[config.mk]
export PLATFORM = sky130hd
export DESIGN_NAME = sar_seq
export DESIGN_NICKNAME = d
export VERILOG_FILES = /design/src/rtl/sar_pkg.sv /design/src/rtl/sar_seq.sv
export SDC_FILE = /design/constraint.sdc
export NUM_CORES = 1
export LEC_CHECK = 0
export BUFFER_PORTS_ARGS = -buffer_cell sky130_fd_sc_hd__buf_2
export CORE_ASPECT_RATIO = 0.6
export CORE_MARGIN = 1
export CORE_UTILIZATION = 55
export DETAILED_ROUTE_END_ITERATION = 10
export MAX_ROUTING_LAYER = met4
export PLACE_DENSITY = 0.85
export SETUP_SLACK_MARGIN = 0.15
export SYNTH_ARGS = -nofsm -noshare
export SYNTH_HDL_FRONTEND = slang
export SYNTH_SLANG_ARGS = --single-unit
export TNS_END_PERCENT = 1
[constraint.sdc]
create_clock -name aclk -period 6.18 [get_ports aclk]
set_input_delay 0.618 -clock aclk [delete_from_list [all_inputs] [get_ports aclk]]
set_output_delay 0.618 -clock aclk [all_outputs]
set_load 0.05 [all_outputs]
[src/rtl/sar_pkg.sv]
`default_nettype none

package sar_pkg;

    // Header size in front of every payload; fixed by the block format.
    localparam int HEADER_BYTES = 32;

    localparam logic [1:0] FUNC_ALLOC   = 2'd0;
    localparam logic [1:0] FUNC_RELEASE = 2'd1;
    localparam logic [1:0] FUNC_RESIZE  = 2'd2;

    typedef struct packed {
        logic [1:0]  func;
        logic [31:0] request_bytes;
        logic [21:0] payload_offset;
        logic        has_block;
    } item_t;

    typedef struct packed {
        logic        success;
        logic [21:0] result_offset;
        logic        moved;
        logic [22:0] copy_bytes;
        logic [22:0] arena_end;
    } result_t;

endpackage

`default_nettype wire

[src/rtl/sar_seq.sv]
`default_nettype none

// Request sequencer: decodes one request, reads/modifies/writes headers
// and walks freed headers down from the top of the stack.
module sar_seq #(
    parameter int ARENA_SIZE  = 4194304,
    parameter int ALIGN_BYTES = 64
) (
    input  wire logic            aclk,
    input  wire logic            aresetn,
    input  wire logic            item_valid,
    input  wire sar_pkg::item_t  item,
    output logic                 item_ready,
    output logic                 res_valid,
    output sar_pkg::result_t     res,
    input  wire logic            res_ready,
    output logic                                     mem_we,
    output logic [((ARENA_SIZE / ALIGN_BYTES > 1) ? $clog2(ARENA_SIZE / ALIGN_BYTES) : 1)-1:0]
                                                     mem_waddr,
    output logic [2 * $clog2(ARENA_SIZE + 1) + $clog2(ARENA_SIZE / ALIGN_BYTES + 1)
                  - $clog2(ARENA_SIZE + 1):0]        mem_wdata,
    output logic                                     mem_re,
    output logic [((ARENA_SIZE / ALIGN_BYTES > 1) ? $clog2(ARENA_SIZE / ALIGN_BYTES) : 1)-1:0]
                                                     mem_raddr,
    input  wire logic [2 * $clog2(ARENA_SIZE + 1) + $clog2(ARENA_SIZE / ALIGN_BYTES + 1)
                  - $clog2(ARENA_SIZE + 1):0]        mem_rdata
);

    localparam int DEPTH  = ARENA_SIZE / ALIGN_BYTES;
    localparam int SH     = $clog2(ALIGN_BYTES);
    localparam int END_W  = $clog2(ARENA_SIZE + 1);
    localparam int SIZE_W = END_W;
    localparam int IDX_W  = $clog2(DEPTH + 1);
    localparam int ADDR_W = (DEPTH > 1) ? $clog2(DEPTH) : 1;
    localparam int SUM_W  = END_W + 2;
    localparam int ENT_W  = SIZE_W + IDX_W + 1;

    typedef enum logic [6:0] {
        S_IDLE     = 7'b0000001,
        S_DECODE   = 7'b0000010,
        S_HDR      = 7'b0000100,
        S_REL      = 7'b0001000,
        S_WALK_RD  = 7'b0010000,
        S_WALK_CHK = 7'b0100000,
        S_EMIT     = 7'b1000000
    } state_t;

    state_t               state_reg, state_next;
    logic [END_W-1:0]     used_end_reg, used_end_next;
    logic [IDX_W-1:0]     top_reg, top_next;
    sar_pkg::item_t       item_reg;
    logic                 ok_reg, ok_next;
    logic [21:0]          off_reg, off_next;
    logic                 moved_reg, moved_next;
    logic [22:0]          copy_reg, copy_next;

    // request decode
    logic                 n_big;
    logic [SIZE_W-1:0]    n_sz;
    logic [SUM_W-1:0]     tsum, need, fit_sum, top_end;
    logic [31:0]          nb32, new_pay32;
    logic [IDX_W-1:0]     new_idx;
    logic                 alloc_ok;
    logic [21:0]          poff_m;
    logic [31:0]          slot32, slot_base32, slot_pay32, top_base32, copy32;
    logic                 slot_ok, top_fit, is_alloc;
    logic [IDX_W-1:0]     slot_idx;
    logic [SIZE_W-1:0]    rd_size, min_sz;
    logic [IDX_W-1:0]     rd_below;
    logic                 rd_freed;
    logic [31:0]          used32;

    assign rd_size  = mem_rdata[SIZE_W-1:0];
    assign rd_below = mem_rdata[SIZE_W+IDX_W-1:SIZE_W];
    assign rd_freed = mem_rdata[ENT_W-1];

    always_comb begin
        n_big     = item_reg.request_bytes > 32'(ARENA_SIZE);
        n_sz      = item_reg.request_bytes[SIZE_W-1:0];
        // header plus payload, rounded up to the alignment
        tsum      = SUM_W'(n_sz) + SUM_W'(sar_pkg::HEADER_BYTES + ALIGN_BYTES - 1);
        need      = (tsum >> SH) << SH;
        fit_sum   = SUM_W'(used_end_reg) + need;
        nb32      = 32'(used_end_reg) >> SH;
        new_idx   = nb32[IDX_W-1:0];
        alloc_ok  = !n_big && (fit_sum <= SUM_W'(ARENA_SIZE)) && (nb32 < 32'(DEPTH));
        new_pay32 = (32'(new_idx) << SH) + 32'(sar_pkg::HEADER_BYTES);

        poff_m      = item_reg.payload_offset - 22'(sar_pkg::HEADER_BYTES);
        slot32      = 32'(poff_m) >> SH;
        slot_ok     = (item_reg.payload_offset >= 22'(sar_pkg::HEADER_BYTES))
                      && (slot32 < 32'(DEPTH));
        slot_idx    = slot32[IDX_W-1:0];
        slot_base32 = 32'(slot_idx) << SH;
        slot_pay32  = slot_base32 + 32'(sar_pkg::HEADER_BYTES);
        top_end     = SUM_W'(slot_base32) + need;
        top_fit     = !n_big && (top_end <= SUM_W'(ARENA_SIZE));
        top_base32  = 32'(top_reg) << SH;

        is_alloc = (item_reg.func == sar_pkg::FUNC_ALLOC)
                   || ((item_reg.func == sar_pkg::FUNC_RESIZE) && !item_reg.has_block);
        min_sz   = (rd_size < n_sz) ? rd_size : n_sz;
        copy32   = 32'(min_sz);
        used32   = 32'(used_end_reg);
    end

    always_comb begin
        state_next    = state_reg;
        used_end_next = used_end_reg;
        top_next      = top_reg;
        ok_next       = ok_reg;
        off_next      = off_reg;
        moved_next    = moved_reg;
        copy_next     = copy_reg;
        mem_we        = 1'b0;
        mem_waddr     = slot_idx[ADDR_W-1:0];
        mem_wdata     = {1'b1, rd_below, rd_size};
        mem_re        = 1'b0;
        mem_raddr     = slot_idx[ADDR_W-1:0];

        unique case (state_reg)
            S_IDLE: begin
                if (item_valid) begin
                    state_next = S_DECODE;
                end
            end
            S_DECODE: begin
                ok_next    = 1'b0;
                off_next   = '0;
                moved_next = 1'b0;
                copy_next  = '0;
                state_next = S_EMIT;
                if (is_alloc) begin
                    if (alloc_ok) begin
                        mem_we        = 1'b1;
                        mem_waddr     = new_idx[ADDR_W-1:0];
                        mem_wdata     = {1'b0, top_reg, n_sz};
                        top_next      = new_idx;
                        used_end_next = fit_sum[END_W-1:0];
                        ok_next       = 1'b1;
                        off_next      = new_pay32[21:0];
                    end
                end else if (item_reg.func == sar_pkg::FUNC_RELEASE) begin
                    ok_next = 1'b1;
                    if (item_reg.has_block && slot_ok) begin
                        mem_re     = 1'b1;
                        state_next = S_HDR;
                    end
                end else if (item_reg.func == sar_pkg::FUNC_RESIZE) begin
                    if (slot_ok) begin
                        mem_re     = 1'b1;
                        state_next = S_HDR;
                    end
                end
            end
            S_HDR: begin
                state_next = S_EMIT;
                if (item_reg.func == sar_pkg::FUNC_RELEASE) begin
                    mem_we     = 1'b1;
                    state_next = S_WALK_RD;
                end else if (slot_idx == top_reg) begin
                    // top block: grow or shrink in place
                    if (top_fit) begin
                        mem_we        = 1'b1;
                        mem_wdata     = {rd_freed, rd_below, n_sz};
                        used_end_next = top_end[END_W-1:0];
                        ok_next       = 1'b1;
                        off_next      = slot_pay32[21:0];
                    end
                end else if (alloc_ok) begin
                    // move: new block on top, old one released next;
                    // a new block placed on the old (stale) slot is freed at once
                    mem_we        = 1'b1;
                    mem_waddr     = new_idx[ADDR_W-1:0];
                    mem_wdata     = {(new_idx == slot_idx), top_reg, n_sz};
                    top_next      = new_idx;
                    used_end_next = fit_sum[END_W-1:0];
                    ok_next       = 1'b1;
                    off_next      = new_pay32[21:0];
                    moved_next    = 1'b1;
                    copy_next     = copy32[22:0];
                    state_next    = S_REL;
                end
            end
            S_REL: begin
                // rdata still holds the old header; nothing left to mark when
                // the new block took over the old slot
                mem_we     = (slot_idx != top_reg);
                state_next = S_WALK_RD;
            end
            S_WALK_RD: begin
                if (32'(top_reg) >= 32'(DEPTH)) begin
                    state_next = S_EMIT;
                end else begin
                    mem_re     = 1'b1;
                    mem_raddr  = top_reg[ADDR_W-1:0];
                    state_next = S_WALK_CHK;
                end
            end
            S_WALK_CHK: begin
                if (rd_freed) begin
                    used_end_next = top_base32[END_W-1:0];
                    top_next      = rd_below;
                    state_next    = S_WALK_RD;
                end else begin
                    state_next = S_EMIT;
                end
            end
            S_EMIT: begin
                if (res_ready) begin
                    state_next = S_IDLE;
                end
            end
            default: begin
                state_next = S_IDLE;
            end
        endcase
    end

    assign item_ready        = (state_reg == S_IDLE);
    assign res_valid         = (state_reg == S_EMIT);
    assign res.success       = ok_reg;
    assign res.result_offset = off_reg;
    assign res.moved         = moved_reg;
    assign res.copy_bytes    = copy_reg;
    assign res.arena_end     = used32[22:0];

    always_ff @(posedge aclk) begin
        if (!aresetn) begin
            state_reg    <= S_IDLE;
            used_end_reg <= '0;
            top_reg      <= IDX_W'(DEPTH);
        end else begin
            state_reg    <= state_next;
            used_end_reg <= used_end_next;
            top_reg      <= top_next;
        end
    end

    always_ff @(posedge aclk) begin
        if (item_valid && item_ready) begin
            item_reg <= item;
        end
        ok_reg    <= ok_next;
        off_reg   <= off_next;
        moved_reg <= moved_next;
        copy_reg  <= copy_next;
    end

    a_no_rw_collision: assert property (@(posedge aclk) disable iff (!aresetn)
        !(mem_we && mem_re && (mem_waddr == mem_raddr)))
        else $error("header read and write hit the same entry");

    a_ready_excludes_result: assert property (@(posedge aclk) disable iff (!aresetn)
        !(item_ready && res_valid))
        else $error("new request taken while a result is pending");

    a_end_in_arena: assert property (@(posedge aclk) disable iff (!aresetn)
        32'(used_end_reg) <= 32'(ARENA_SIZE))
        else $error("arena end beyond arena size");

    a_write_states: assert property (@(posedge aclk) disable iff (!aresetn)
        mem_we |-> (state_reg == S_DECODE || state_reg == S_HDR || state_reg == S_REL))
        else $error("header write outside a modify step");

endmodule

`default_nettype wire

Yosys cells after proc, flatten, opt, wreduce, memory -nomap -nowiden

Index checks and enable logic that the tools add are counted.

Add/sub/neg operators: 6
Magnitude comparators: 8
Eq/ne operators: 21
Muxes and demuxes: 75
Reduce and logical (&&, ||, !) cells: 18

Operator list:

| cell                    | number |
|---|---|
| $mux W41                | 6 |
| $mux W23                | 10 |
| $mux W22                | 6 |
| $mux W16                | 6 |
| $mux W17                | 5 |
| $mux W7                 | 12 |
| $pmux W41 S2            | 1 |
| $pmux W23 S3            | 1 |
| $pmux W17 S3            | 1 |
| $le A25 B23 Y1 const B  | 2 |
| $pmux W7 S7             | 1 |
| $pmux W23 S2            | 1 |
| $add A22 B6 Y22 const B | 2 |
| $pmux W22 S2            | 1 |
| $gt A32 B23 Y1 const B  | 1 |
| $pmux W16 S2            | 1 |
| $add A22 B24 Y25        | 1 |
| $add A23 B24 Y25        | 1 |
| $add A23 B7 Y24 const B | 1 |
| $lt A23 B23 Y1          | 1 |
| $ge A22 B6 Y1 const B   | 1 |
| $sub A22 B6 Y22 const B | 1 |
| $mux W1                 | 19 |
| $eq A16 B17 Y1          | 1 |
| 28 further kinds        | 45 |

Register bits after elaboration: 151
Bits of input ports: 102
Output and inout bits: 147
Logic and storage cells: 139

Longest topological paths before layout

Gate-level depths: netlist of run 1.

Word-level depth: 9
Gate-level depth with buffers: 23
Mapped depth without buffers: 20

Worst setup path before layout of run 1

Ideal clock, no wire load.

Kind: register to output
From: register item_reg[28] (netlist name)
To: output port mem_wdata[39] (netlist name)
Arrival time: 5286 ps
Required time: 5562 ps
Path slack: 276 ps
Cell stages (with the launch flop): 22
Path buffers: 3
Path through: edfxtp_1 o21ai_0 a31oi_1 nand2_1 nor2_1 nand3_1 nor2_1 nand2_1 xnor2_1 ha_1 clkbuf_1 a21oi_1 o221ai_1 a31o_1 xor2_1 or4_4 nor4_4 or2_1 buf_4 nand2_1 clkbuf_1 o21ai_0

RTL lines:

| what                     | line           | source |
|---|---|---|
| start: declaration       | sar_seq.sv:51  | `sar_pkg::item_t item_reg;` |
| start signal: assignment | sar_seq.sv:242 | `item_reg <= item;` |
| end: declaration         | sar_seq.sv:21  | `- $clog2(ARENA_SIZE + 1):0] mem_wdata,` |

==> results of run 1 <==
==> per-stage QoR <==
step | hold slack [ns] | TNS, ns | utilization
after floorplan | 0.521 | 0 | -
after global placement | 0.559 | 0 | 0.654
after detailed placement | 0.567 | 0 | 0.654
after CTS | 0.337 | 0 | 0.705
after global routing | 0.331 | -3.07 | 0.732
final | 0.344 | -0.264 | 0.732
==> metal layers <==
metal | global-route usage | share of wire | up-vias
met5 | - | 0 | -
met4 | 0.0891 | 0.020 | 0
met3 | 0.105 | 0.13 | 84
met2 | 0.502 | 0.42 | 786
met1 | 0.498 | 0.42 | 5094
li1 | - | - | 4955
==> power groups by stage <==
stage / clock (uW) / combinational (uW) / sequential (uW)
2_1_floorplan: 0 / 576 / 1090
3_3_place_gp: 0 / 796 / 1080
3_5_place_dp: 0 / 807 / 1080
4_1_cts: 1020 / 844 / 1060
5_1_grt: 1070 / 975 / 1070
6_report: 1020 / 918 / 1070
==> timing repair <==
| item | in CTS | in global routing |
|---|---|---|
| setup endpoints to repair | 58 | 58 |
| buffers inserted | 11 | 25 |
| cloned | 2 | 0 |
| gates resized for setup | 51 | 67 |
| pin swaps | 9 | 24 |
| endpoints found under the hold margin | 0 | 0 |
==> cell usage in the layout, fill, tap and decap left out, types with 21 or more instances in the layout <==
master,instances
sky130_fd_sc_hd__buf_2,209
sky130_fd_sc_hd__nand3_1,41
sky130_fd_sc_hd__mux2i_1,23
sky130_fd_sc_hd__inv_1,52
sky130_fd_sc_hd__clkbuf_16,21
sky130_fd_sc_hd__a21oi_1,71
sky130_fd_sc_hd__dfxtp_1,41
sky130_fd_sc_hd__xor2_1,30
sky130_fd_sc_hd__buf_4,90
sky130_fd_sc_hd__a21o_1,25
sky130_fd_sc_hd__edfxtp_1,94
sky130_fd_sc_hd__xnor2_1,44
sky130_fd_sc_hd__o21ai_0,93
sky130_fd_sc_hd__ha_1,48
sky130_fd_sc_hd__nand2_1,118
sky130_fd_sc_hd__nor2_1,104
sky130_fd_sc_hd__nand2b_1,35
==> cell families after synthesis <==
logic type | share of synthesized area
buffers and inverters | 0.0521
xor gates and xnor gates | 0.0749
other | 0.000356
adders and majority gates | 0.0703
muxes | 0.0400
DFF | 0.346
and+or+nand+nor | 0.208
AOI/OAI and AO/OA | 0.208
==> worst paths after layout <==
kind	start	endpoint
setup / recovery	item_reg[29]$_DFFE_PP_	mem_wdata[6]
hold / removal	item[26]	item_reg[26]$_DFFE_PP_
setup reg to reg	item_reg[29]$_DFFE_PP_	top_reg[7]$_SDFFE_PN0P_
hold reg to reg	top_reg[13]$_SDFFE_PN0P_	top_reg[13]$_SDFFE_PN0P_
==> critical path: cells and delay by family, from the launching register on <==
kind | cells | cell delay (ns)
buffers and inverters | 4 | 0.59
xor gates and xnor gates | 2 | 0.44
adders and majority gates | 1 | 0.37
DFF | 1 | 0.49
AOI/OAI and AO/OA | 7 | 1.65
and+or+nand+nor | 7 | 1.62
==> cell type report <==
cell class,count,area (sq um)
multi-input combinational,954,6860
fill,1349,4920
sequential,135,3640
timing repair buffer,310,1880
clock buffer,27,558
tap,240,300
inverter,54,203
clock inverter,5,31.3
antenna,2,5.00
==> key figures, run 1 <==
Run status
  – Result of the run: complete, but fails checks
  – Violated checks: setup timing

Routing
  – Residual antenna-violating net count after detailed routing: 0
  – Total number of vias: approximately 11k
  – Wire length reported by the detailed router: 35600 microns
  – Pre-antenna DRT Iters: 7
  – DRC marker count from the first detailed-route iteration: ~1.4k
  – Wire length per cell: 20.6 microns
  – Post-route DRC: 0
  – Ratio of routed vias to standard cells: 6.32

Place
  – Global placer's final weighted congestion: between 0.9 and 1
  – Buffers on Ports: 232
  – Post-detailed-placement cell area: 0.0120 sq mm
  – Total placed cells including tap cells: ~1.7k
  – Detailed placement HPWL: around 25000 microns
  – Worst slack at placement: approximately 0.22 ns

Clock network
  – Clock tree from TritonCTS: done
  – Worst-case clock buffer depth: 2
  – CTS Hold Buffers Added: 0
  – Clock Latency Late Sink: between 0.4 and 0.5 ns
  – Count of clock tree sinks: 135
  – Cell chosen for the clock root: sky130_fd_sc_hd__clkbuf_16
  – TritonCTS buffer count: 17
  – H-Tree Level Count: 4
  – Clock transition time at the flip-flop clock pins of the worst setup and hold paths: 0.07 ns

Synth
  – FFs w/ async S/R, synth: 0
  – Area of the mapped netlist: 0.0105 sq mm
  – Mean post-synth cell area: 8.79 sq um
  – Top cells by instance count after synthesis: 119 x sky130_fd_sc_hd__nand2_1, 109 x sky130_fd_sc_hd__nor2_1, 97 x sky130_fd_sc_hd__o21ai_0
  – Count of cell types in the netlist: 88
  – Synth Instances: about 1.2k
  – Most repeated cell in the gate-level netlist after synthesis: sky130_fd_sc_hd__nand2_1
  – Post-synth top area cell: sky130_fd_sc_hd__edfxtp_1
  – Count of flip-flops with a built-in enable after synthesis: between 90 and 100
  – Share of synthesized area occupied by flip-flops and latches: 0.346
  – Synth top area share: 0.268
  – Most used DFF post-synth: sky130_fd_sc_hd__edfxtp_1
  – Yosys warning count: 0
  – Register bit total from synthesis: 135
  – Ranking of synthesized cells by area: sky130_fd_sc_hd__edfxtp_1 27%, sky130_fd_sc_hd__dfxtp_1 7.8%, sky130_fd_sc_hd__ha_1 6.7%

Timing
  – Least setup slack across all paths after layout: -0.0584 ns
  – Max Fclk: approximately 160 MHz
  – Final Slew Violations: 0
  – Post-layout minimum cycle time: 6.24 ns
  – Setup repair after global routing missed its margin: yes
  – Max transition margin: 0.208
  – Worst-Margin Slew: approximately 1.2 ns
  – Hold violation total from the final report: 0
  – Final setup violation count: 14
  – Worst-case clock skew: about 0.015 ns
  – Final period utilization: 1.01

Worst setup path
  – Crit Path Max Fanout: 23
  – Delay contributed by the slowest stage of the critical path: around 0.5 ns
  – CP Cell Sequence: inv_2 > a31oi_4 > nand2_4 > nor4_4 > nand2_1 > xnor2_1 > ha_1 > a21oi_1 > o21ai_0 > a31oi_2 > xnor2_1 > or4_4 > nor4_4 > o22a_1 > nand2_1 > a31oi_4 > buf_6 > buf_16 > o21ai_0 > nand3_1 > buf_4
  – Path depth of the worst reg2reg path: 20
  – Data required time at the worst endpoint: 5.56 ns
  – Data arrival time at the worst-slack endpoint: 5.62 ns
  – Critical path class: flip-flop to output pin
  – CP max stage cell: sky130_fd_sc_hd__edfxtp_1
  – Kind of start point of the critical path: flip-flop
  – R2R setup slack: around 0.7 ns
  – Element type at the critical path end: output pin

GRT
  – Global-route wire length before repair: 52300 microns
  – Initial antenna violation count: 1
  – Leftover overflow at the end of global routing: 0
  – Number of global-route vias before repair: 9506
  – Pin count of the biggest net entering global routing: 53
  – Overall routing resource usage: 0.357

Min path
  – Count of cells along the worst hold path: 1
  – Hold Path Class: input pin to flip-flop

Final layout
  – Layout cell share with drive strength beyond 1: 0.304
  – Final nets: between 1.5k and 2k
  – Number of flip-flops in the largest register: 52
  – Number of cells in the finished layout apart from fillers: around 1.7k
  – Area delta synth->final: 27.9%
  – Post-layout instance area: 0.0135 sq mm

Power and ir drop
  – Reg power frac: 0.355
  – Logic gate share of total power: 0.305
  – Total leakage power: 0.00577 uW
  – Sw power: about 1100 uW
  – Switching share of power: 0.349
  – Worst voltage drop across the vdd grid: 0.000226 V
  – Pint: around 2000 uW
  – Total power consumption of the routed design: ~3000 uW
  – Share of power burned in the clock network: 0.340
  – Pwr/cell area: 223 mW/mm^2

Floorplanning
  – Number of cell rows: 38
  – Die boundary height: 109 microns
  – Die Outline Area: 0.0197 sq mm
  – Core area: 0.0184 sq mm
  – I/O pin count: 249
  – Starting density of the core: 0.573
  – Die X-Extent: 181 microns

Flow run
  – Max Cap Violations: 0
Power figures use the tool's default switching activity.
==> run 2, diff against run 1 <==
- CELL_PAD_IN_SITES_DETAIL_PLACEMENT: default -> 0
- CELL_PAD_IN_SITES_GLOBAL_PLACEMENT: default -> 1
- CORE_UTILIZATION: 55 -> 41
- PLACE_DENSITY: 0.85 -> 0.86
==> run 2 against run 1 <==
Compared with the run above:
- the run now ends clean
- critical path depth decreased by 1
- clock skew fell by 0.0023 ns
- die area up 34%
- largest power group unchanged
==> key figures, run 2 (synthesis results as in run 1) <==
Timing
  – Worst-Margin Slew: approximately 1.2 ns
  – Max Fclk: 167 MHz
  – Worst-case clock skew: 0.0132 ns
  – Post-layout minimum cycle time: 5.97 ns
  – Setup TNS: 0 ns
  – Setup repair after global routing missed its margin: yes
  – Max transition margin: 0.197
  – Hold violation total from the final report: 0
  – Final setup violation count: 0
  – Final Slew Violations: 0
  – Final period utilization: 0.966

Floorplanning
  – I/O pin count: 249
  – Number of cell rows: 45
  – Starting density of the core: 0.417
  – Die Outline Area: 0.0264 sq mm
  – Die boundary height: 126 microns
  – Die X-Extent: between 200 and 250 microns
  – Core area: about 0.025 sq mm

Routing
  – Wire length per cell: 20.4 microns
  – Ratio of routed vias to standard cells: 5.79
  – Pre-antenna DRT Iters: 6
  – Post-route DRC: 0
  – Total number of vias: 10.5k
  – Residual antenna-violating net count after detailed routing: 0
  – DRC marker count from the first detailed-route iteration: 975
  – Wire length reported by the detailed router: 37000 microns

GRT
  – Pin count of the biggest net entering global routing: 53
  – Initial antenna violation count: 0
  – Number of global-route vias before repair: 9462
  – Overall routing resource usage: 0.280
  – Global-route wire length before repair: 54700 microns
  – Leftover overflow at the end of global routing: 0

Power and ir drop
  – Total leakage power: 0.00584 uW
  – Worst voltage drop across the vdd grid: 0.000161 V
  – Pwr/cell area: 212 mW/mm^2
  – Reg power frac: 0.362
  – Share of power burned in the clock network: 0.314
  – Switching share of power: 0.362
  – Sw power: 1060 uW
  – Pint: 1870 uW
  – Logic gate share of total power: 0.324

Clock network
  – Clock Latency Late Sink: around 0.44 ns
  – Clock transition time at the flip-flop clock pins of the worst setup and hold paths: ~0.07 ns
  – TritonCTS buffer count: 17
  – Count of clock tree sinks: 135
  – H-Tree Level Count: 4
  – Worst-case clock buffer depth: 2
  – Clock tree from TritonCTS: done
  – Cell chosen for the clock root: sky130_fd_sc_hd__clkbuf_16

Final layout
  – Number of flip-flops in the largest register: 52
  – Layout cell share with drive strength beyond 1: 0.320
  – Area delta synth->final: 31.1%
  – Top library cells by usage in the layout, fill and taps aside: 209 x sky130_fd_sc_hd__buf_2, 116 x sky130_fd_sc_hd__nand2_1, 102 x sky130_fd_sc_hd__nor2_1
  – Leading cell type in the layout, fill and taps excluded: sky130_fd_sc_hd__buf_2
  – Final core area utilization: 0.546
  – Final nets: roughly 1.6k
  – Antenna diode count: 0

Flow run
  – Max Cap Violations: 0

Worst setup path
  – Critical path class: flip-flop to output pin
  – Crit Path Max Fanout: 6
  – Data arrival time at the worst-slack endpoint: 5.35 ns
  – Data required time at the worst endpoint: roughly 5.6 ns
  – R2R setup slack: approximately 0.92 ns
  – Kind of start point of the critical path: flip-flop
  – Element type at the critical path end: output pin

Place
  – Detailed placement HPWL: ~27000 microns
  – Buffers on Ports: around 230
  – Global placer's final weighted congestion: around 0.94

Run status
  – Result of the run: finished, final reports clean

Min path
  – Hold Path Class: input pin to flip-flop
run 2: cell types whose count changed in the layout (fill, tap and decap cells not counted), sizes merged:
cell      change
buf           +4
clkbuf        -7
clkinv        +7
diode         -2
inv           +1
clkinvlp      -1
run 2: per-stage QoR:
stage	setup WS, ns	area (sq um)	power, uW	instances	hold slack [ns]
4_1_cts	0.135	13100	2860	1794	0.327
3_3_place_gp	0.241	12200	1890	1746	0.566
6_report	0.208	13800	2930	1818	0.345
5_1_grt	0.0380	13800	3050	1818	0.329
2_1_floorplan	0.276	10600	1660	1209	0.521
3_5_place_dp	0.193	12200	1910	1746	0.579
run 2: path summary, 6_finish.rpt:
| check | from | to | depth (start not counted) |
|---|---|---|---|
| setup reg to reg | item_reg[26]$_DFFE_PP_ | top_reg[1]$_SDFFE_PN0P_ | 20 |
| hold reg to reg | top_reg[12]$_SDFFE_PN0P_ | top_reg[12]$_SDFFE_PN0P_ | 2 |
| hold / removal | item[26] | item_reg[26]$_DFFE_PP_ | 1 |
| setup / recovery | item_reg[7]$_DFFE_PP_ | mem_wdata[22] | 20 |
run 2: worst max-delay path, cell delays in order, from the launching register on:
cell                        delay, ns
sky130_fd_sc_hd__edfxtp_1        0.44
sky130_fd_sc_hd__nor4_4          0.52
sky130_fd_sc_hd__buf_4           0.22
sky130_fd_sc_hd__nand2_1         0.08
sky130_fd_sc_hd__xor2_2          0.18
sky130_fd_sc_hd__inv_1           0.08
sky130_fd_sc_hd__ha_1            0.37
sky130_fd_sc_hd__a21oi_1         0.26
sky130_fd_sc_hd__o22ai_2         0.14
sky130_fd_sc_hd__or2_4           0.27
sky130_fd_sc_hd__or3_4           0.39
sky130_fd_sc_hd__a221oi_4        0.34
sky130_fd_sc_hd__o2111ai_2       0.20
sky130_fd_sc_hd__o31ai_2         0.28
sky130_fd_sc_hd__nand4_1         0.19
sky130_fd_sc_hd__a31oi_4         0.25
sky130_fd_sc_hd__buf_12          0.17
sky130_fd_sc_hd__clkbuf_16       0.15
sky130_fd_sc_hd__nand2b_4        0.12
sky130_fd_sc_hd__nand3_4         0.08
sky130_fd_sc_hd__buf_8           0.17
run 2: power by group through the flow:
| stage | Clock [uW] | Sequential [uW] | Combinational, uW |
|---|---|---|---|
| after floorplan | 0 | 1090 | 576 |
| after global placement | 0 | 1080 | 817 |
| after detailed placement | 0 | 1080 | 828 |
| after CTS | 932 | 1060 | 870 |
| after global routing | 971 | 1060 | 1010 |
| final | 920 | 1060 | 947 |
run 2: final cells by class:
class                   count  area, sq um
clock buffers              20          437
repair buffers            314         2050
inverters                  54          203
multi-input cells         954         6990
clock inverters            12         80.1
fillers                  2346        11500
well taps                 329          412
flip-flops and latches    135         3640
run 2: metal layers:
layer | global-route usage | share of wire | up-vias
li1 | - | - | 4954
met2 | 0.379 | 0.41 | 482
met5 | - | 0 | -
met3 | 0.0818 | 0.10 | 28
met1 | 0.410 | 0.48 | 5070
met4 | 0.0458 | 0.0071 | 0
run 2: repair_timing:
item | in CTS | in global routing
hold buffers | 0 | 0
resized for setup | 62 | 103
pin swaps | 15 | 32
endpoints found under the setup margin | 58 | 34
gates cloned | 2 | 3
setup buffers | 14 | 21
endpoints found under the hold margin | 0 | 0
